<file path="src/sv/isa_pkg.sv">
package isa_pkg;

	localparam int unsigned CORDIC_STEPS = 28;
	localparam logic signed [33:0] HALF_PI_Q30 = 34'sd1686629713;

	typedef enum logic [2:0] {
		REG_GYRO_THR  = 3'd0,
		REG_ACCEL_THR = 3'd1,
		REG_TIMEOUT   = 3'd2,
		REG_PNOISE    = 3'd3,
		REG_MNOISE    = 3'd4,
		REG_INIT_COV  = 3'd5
	} reg_idx_t;

	typedef enum logic [3:0] {
		ST_IDLE,
		ST_TEST,
		ST_ACC,
		ST_DIV,
		ST_SQRT,
		ST_ROLL,
		ST_PITCH,
		ST_PRED,
		ST_GAIN,
		ST_EST,
		ST_COV,
		ST_OUT
	} state_t;

	typedef struct packed {
		logic load;
		logic test;
		logic accept;
		logic start_div;
		logic start_sqrt;
		logic start_roll;
		logic start_pitch;
		logic pred;
		logic start_gain;
		logic est;
		logic start_cov;
	} cmd_t;

	typedef struct packed {
		logic aligned;
		logic stop;
		logic first;
		logic busy;
		logic s_zero;
	} sts_t;

	function automatic logic signed [33:0] atan_q30(input logic [4:0] i);
		logic signed [33:0] r;
		unique case (i)
			5'd0: r = 34'sd843314856;
			5'd1: r = 34'sd497837829;
			5'd2: r = 34'sd263043836;
			5'd3: r = 34'sd133525158;
			5'd4: r = 34'sd67021686;
			5'd5: r = 34'sd33543515;
			5'd6: r = 34'sd16775850;
			5'd7: r = 34'sd8388437;
			5'd8: r = 34'sd4194282;
			5'd9: r = 34'sd2097149;
			5'd10: r = 34'sd1048575;
			5'd11: r = 34'sd524287;
			5'd12: r = 34'sd262143;
			5'd13: r = 34'sd131071;
			5'd14: r = 34'sd65535;
			5'd15: r = 34'sd32767;
			5'd16: r = 34'sd16383;
			5'd17: r = 34'sd8191;
			5'd18: r = 34'sd4095;
			5'd19: r = 34'sd2047;
			5'd20: r = 34'sd1023;
			5'd21: r = 34'sd511;
			5'd22: r = 34'sd255;
			5'd23: r = 34'sd127;
			5'd24: r = 34'sd63;
			5'd25: r = 34'sd31;
			5'd26: r = 34'sd15;
			5'd27: r = 34'sd8;
			default: r = 34'sd0;
		endcase
		return r;
	endfunction

endpackage

</file>
<file path="src/sv/isa_ctrl.sv">
module isa_ctrl (
	input  logic             clk,
	input  logic             arst_n,
	input  logic             in_valid,
	output logic             in_ready,
	output logic             out_valid,
	input  logic             out_ready,
	input  isa_pkg::sts_t    sts,
	output isa_pkg::cmd_t    cmd
);
	isa_pkg::state_t state_q, state_d;

	always_ff @(posedge clk or negedge arst_n) begin
		if (!arst_n) begin
			state_q <= isa_pkg::ST_IDLE;
		end else begin
			state_q <= state_d;
		end
	end

	always_comb begin
		state_d = state_q;
		cmd = '0;
		in_ready = 1'b0;
		out_valid = 1'b0;
		unique case (state_q)
			isa_pkg::ST_IDLE: begin
				// covariance division of the last sample may still be running
				in_ready = !sts.busy;
				if (in_valid && !sts.busy) begin
					cmd.load = 1'b1;
					state_d = sts.aligned ? isa_pkg::ST_OUT : isa_pkg::ST_TEST;
				end
			end
			isa_pkg::ST_TEST: begin
				cmd.test = 1'b1;
				state_d = sts.stop ? isa_pkg::ST_IDLE : isa_pkg::ST_ACC;
			end
			isa_pkg::ST_ACC: begin
				cmd.accept = 1'b1;
				state_d = isa_pkg::ST_DIV;
			end
			isa_pkg::ST_DIV: begin
				cmd.start_div = 1'b1;
				state_d = isa_pkg::ST_SQRT;
			end
			isa_pkg::ST_SQRT: begin
				if (!sts.busy) begin
					cmd.start_sqrt = 1'b1;
					state_d = isa_pkg::ST_ROLL;
				end
			end
			isa_pkg::ST_ROLL: begin
				if (!sts.busy) begin
					cmd.start_roll = 1'b1;
					state_d = isa_pkg::ST_PITCH;
				end
			end
			isa_pkg::ST_PITCH: begin
				if (!sts.busy) begin
					cmd.start_pitch = 1'b1;
					state_d = isa_pkg::ST_PRED;
				end
			end
			isa_pkg::ST_PRED: begin
				if (!sts.busy) begin
					cmd.pred = 1'b1;
					state_d = isa_pkg::ST_GAIN;
				end
			end
			isa_pkg::ST_GAIN: begin
				if (sts.s_zero) begin
					state_d = isa_pkg::ST_IDLE;
				end else begin
					cmd.start_gain = 1'b1;
					state_d = isa_pkg::ST_EST;
				end
			end
			isa_pkg::ST_EST: begin
				if (!sts.busy) begin
					cmd.est = 1'b1;
					state_d = isa_pkg::ST_COV;
				end
			end
			isa_pkg::ST_COV: begin
				cmd.start_cov = 1'b1;
				state_d = isa_pkg::ST_IDLE;
			end
			isa_pkg::ST_OUT: begin
				out_valid = 1'b1;
				if (out_ready) state_d = isa_pkg::ST_IDLE;
			end
			default: state_d = isa_pkg::ST_IDLE;
		endcase
	end
endmodule

</file>
<file path="config.mk">
export PLATFORM = sky130hd
export DESIGN_NAME = isa_ctrl
export DESIGN_NICKNAME = d
export VERILOG_FILES = /design/src/sv/isa_pkg.sv /design/src/sv/isa_ctrl.sv
export SDC_FILE = /design/constraint.sdc
export NUM_CORES = 1
export LEC_CHECK = 0
export ABC_CLOCK_PERIOD_IN_PS = 1600
export BUFFER_PORTS_ARGS = -buffer_cell sky130_fd_sc_hd__buf_2
export CAP_MARGIN = 20
export CORE_AREA = 8 8 45 47
export DETAILED_ROUTE_END_ITERATION = 8
export DIE_AREA = 0 0 53 55
export GPL_TIMING_DRIVEN = 0
export PLACE_DENSITY_LB_ADDON = 0.08
export SETUP_SLACK_MARGIN = 0.4
export SYNTH_ARGS = -nofsm -noshare
export SYNTH_HDL_FRONTEND = slang
export SYNTH_SLANG_ARGS = --single-unit
</file>
<file path="constraint.sdc">
create_clock -name clk -period 1.6 [get_ports clk]
set_input_delay 0 -clock clk [delete_from_list [all_inputs] [get_ports clk]]
set_output_delay 0 -clock clk [all_outputs]
set_load 0.03 [all_outputs]
</file>
Word-level counts from Yosys, hierarchy flattened
Index checks and enable logic that the tools add are counted.
{ "word_totals": {"reg_bits": 4, "latch_bits": 0, "ram_bits": 0, "rom_bits": 0, "input_bits": 9, "out_inout_bits": 13, "wordCells": 50, "mem_count": 0} }
{ "classes": {"addsub": 0, "mul": 0, "n_div": 0, "order_cmp": 0, "n_eq_ne": 18, "shifts": 0, "muxes": 27, "bitwise": 0, "reduce_logical": 4} }
{ "op_table": {"columns": ["cell", "n"], "rows": [
  ["case mux 4 bit (11 select lines)", 1],
  ["2-to-1 mux 4 bit", 9],
  ["== test 4 x 3 -> 1 bit (second input constant)", 4],
  ["== test 4 bit (second input constant)", 4],
  ["2-to-1 mux 1 bit", 16],
  ["!= test 2 bit (second input constant)", 7],
  ["== test 4 x 2 -> 1 bit (second input constant)", 2],
  ["AND reduction 7 bit", 1],
  ["== test 4 x 1 -> 1 bit (second input constant)", 1],
  ["zero test 4 bit", 1],
  ["2-to-1 mux 2 bit", 1],
  ["logical AND 1 bit", 1],
  ["zero test 1 bit", 1]
]} }

Logic depth before layout (Yosys ltp)
{ "depth": {"ltp_word": 4, "depth_mapped": 5, "depth_no_buf": 4} }

Worst setup path before layout
OpenSTA, ideal clock, no wires.
{ "synth_timing": {"path_kind": "register to output", "start": "register state_q[0]", "end": "output cmd[10] (netlist name)", "t_arrival_ps": 1720, "t_required_ps": 1600, "slack_ps": -120, "stages_incl_launch_ff": 5, "path_buffers": 1, "path_cell_list": "dfrtp_1 -> buf_6 -> or2_4 -> nor4_2 -> and2_1"} }
{ "synth_lines": {"columns": ["element", "line_no", "rtl"], "rows": [
  ["start: declaration", "isa_ctrl.sv:11", "isa_pkg::state_t state_q, state_d;"],
  ["start signal: assignment", "isa_ctrl.sv:15", "state_q <= isa_pkg::ST_IDLE;"],
  ["start signal: assignment", "isa_ctrl.sv:17", "state_q <= state_d;"],
  ["end: declaration", "isa_ctrl.sv:9", "output isa_pkg::cmd_t cmd"]
]} }

==> key figures <==
Route
  • DRT met1 WL: between 600 and 700 um
  • Via count: approximately 530
  • Residual DRC count: 0
  • Met3 WL: approximately 32 um
  • DR WL/cell: 16.7 um
  • DR pass1 iterations: 4
  • ANT nets after route: 0
  • Initial DRC count: 6
  • Vias per Instance: about 5.1
  • Met2 WL: about 980 um
  • Top Layer Used: met4
  • Final wirelength: between 1500 and 2000 um

Floorplan
  • Chip width: 53 um
  • Die span in y: 55 um
  • I/O pin count: 22
  • # rows: 14
  • Die ar.: between 2000 and 3000 um^2
  • Core area: between 1000 and 1500 um^2
  • Starting density of the core: 0.340

Global routing
  • Antenna violations before repair: 0
  • Global-route wire length before repair: 2530 um
  • Largest net degree at the start of global routing: 11
  • Vias in the first global route: 507
  • Global route total overflow: 0
  • Gr usage total: 0.116

Pwr
  • PD cells: roughly 2000 nW/um^2
  • Seq pwr share: 0.107
  • Net Sw Frac: 0.466
  • Design internal power: slightly above 0.001 W
  • Pleak: about 0.42 nW
  • Worst VDD drop: about 1.1 mV
  • Comb power frac: 0.827
  • NetSw: 0.000886 W
  • Clock share of power: 0.066

Critical path
  • Startpoint types: flop
  • CP arrival: about 1.5 ns
  • CP endpoint kind: primary output
  • CP max FO: 6
  • Required time worst endpoint: approximately 1.6 ns
  • CP Class: reg2out

Timing
  • Final hold vios: 0
  • Relative slew slack: 0.765
  • Worst Tran Pin Value: 0.352 ns
  • Final-report setup violation count: 0
  • Setup TNS: 0 ns
  • Final Slew Violations: 0
  • Peak Freq: a little under 0.7 GHz
  • Fin crit share: 0.923
  • Layout Skew: 0.00280 ns
  • Min Clock Period, post-route: ~1.5 ns
  • RSZ-0062 raised after global routing: true

Layout
  • Commonest cells after routing, fill and taps aside: buf_6, buf_4, buf_2
  • Area delta synth->final: 99.7%
  • Layout cells sized above 1: 0.795
  • Cell Count, Final, Fillers Out: 104
  • Regs by FF count: state_q (4)
  • Largest register FFs: 4
  • Nets@finish: about 100
  • Antenna fix cells: 0
  • Final core occ: 0.679
  • Commonest non-fill, non-tap cell in the layout: buf_6
  • Fill cell count: between 100 and 150
  • Largest Register: state_q

Synthesis
  • Cells after Synth: between 50 and 60
  • Synth warn: 0
  • Synth Net Count: just over 60
  • Synth Flop Type: dfrtp_1
  • EDFF count, synth: 0
  • Syn avg cell area: slightly below 9 um^2
  • Flops & latches, synth: 4
  • Library cells used by synthesis: 28
  • Cell Area, Synth: ~470 um^2
  • Async S/R FF share, synth: 1.00
  • Sequential fraction of the synthesis area: 0.213

Run
  • Max_cap viols: 0

Clocking
  • Clk slew on worst S/H paths: ~0.040 ns
  • Clock sink total: 4
  • CTS tree: yes
  • CTS root buffer: clkbuf_4
  • Clk buf depth: 2
  • Number of CTS-inserted buffers: 3
  • Worst skew pair latency: about 0.24 ns
  • Htree depth: 1

Placement
  • DP HPWL: slightly below 1000 um
  • PortBufs: 20
  • Placer Congestion: 0.716
  • Cell count after placement: a little under 90

Worst hold path
  • Worst hold path type: in2async

Status
  • Status: finished, final reports clean
[worst max-delay path: stages, from the launching register on]
cell	delay, ns
dfrtp_1	0.38
buf_6	0.14
or2_4	0.27
nor4_4	0.16
and2_4	0.18
buf_6	0.12
[logic make-up after synthesis]
| kind of cell | count (synthesis) | synth area share |
|---|---|---|
| simple gates | 30 | 0.383 |
| mux | 3 | 0.0957 |
| compound gates | 10 | 0.213 |
| flops | 4 | 0.213 |
| buf+inv | 6 | 0.0957 |
[final cells by class]
| type | count | area, um^2 | area share |
|---|---|---|---|
| timing repair buffer | 32 | 273 | 0.290 |
| buffer | 4 | 48.8 | 0.0519 |
| multi-input combinational | 43 | 462 | 0.491 |
| clock buffer | 3 | 22.5 | 0.0240 |
| tap | 16 | 20.0 | 0.0213 |
| sequential | 4 | 101 | 0.108 |
| inverter | 2 | 12.5 | 0.0133 |
[layer usage]
metal / GRT usage / up-vias
met5: 0 / -
met4: 0.0517 / 0
met3: 0.00267 / 4
met2: 0.217 / 12
met1: 0.133 / 255
li1: - / 258
[metrics by stage]
stage	power, W	setup WS [ns]	instance area (um^2)	hold slack, ns
CTS	0.00170	0.122	845	0.0858
global route	0.00201	0.0759	940	0.103
global placement	0.00122	0.0942	632	-0.194
finish	0.00190	0.123	940	0.0913
floorplan	0.00103	0.139	512	-0.296
detailed placement	0.00122	0.102	632	-0.192
[worst paths after layout]
path,startpoint,slack (ns),cells past startpoint,end
hold / removal,arst_n,0.09,2,state_q[1]$_DFFE_PN0P_
hold reg to reg,state_q[0]$_DFFE_PN0P_,0.63,2,state_q[0]$_DFFE_PN0P_
min in group clk,out_ready,0.24,3,state_q[1]$_DFFE_PN0P_
setup / recovery,state_q[1]$_DFFE_PN0P_,0.12,5,cmd[10]
max in group asynchronous,arst_n,1.38,2,state_q[3]$_DFFE_PN0P_
setup reg to reg,state_q[2]$_DFFE_PN0P_,0.16,3,state_q[3]$_DFFE_PN0P_
[power by group through the flow]
stage | combinational, W | clock [W] | sequential, W
after floorplan | 0.000852 | 0 | 0.000180
after global placement | 0.00104 | 0 | 0.000188
after detailed placement | 0.00103 | 0 | 0.000189
after CTS | 0.00136 | 0.000132 | 0.000203
after global routing | 0.00167 | 0.000132 | 0.000210
final | 0.00157 | 0.000125 | 0.000204
[Yosys cell counts, types with 2 or more instances]
cell type,n,share of area
nor2b_1,2,0.027
buf_6,2,0.048
a21oi_1,2,0.021
dfrtp_1,4,0.21
nor3_1,5,0.053
nand2b_1,4,0.053
mux2_4,3,0.096
nor2_1,9,0.072
buf_4,2,0.032
inv_1,2,0.016
[what timing repair did]
| action | 4_1_cts | 5_1_grt |
|---|---|---|
| pin swaps | 7 | 3 |
| buffers inserted | 5 | 6 |
| setup endpoints to repair | 16 | 16 |
| hold buffers | 1 | 0 |
| gates resized for setup | 38 | 14 |
| hold endpoints to repair | 4 | 0 |
(Power assumes the default switching activity.)
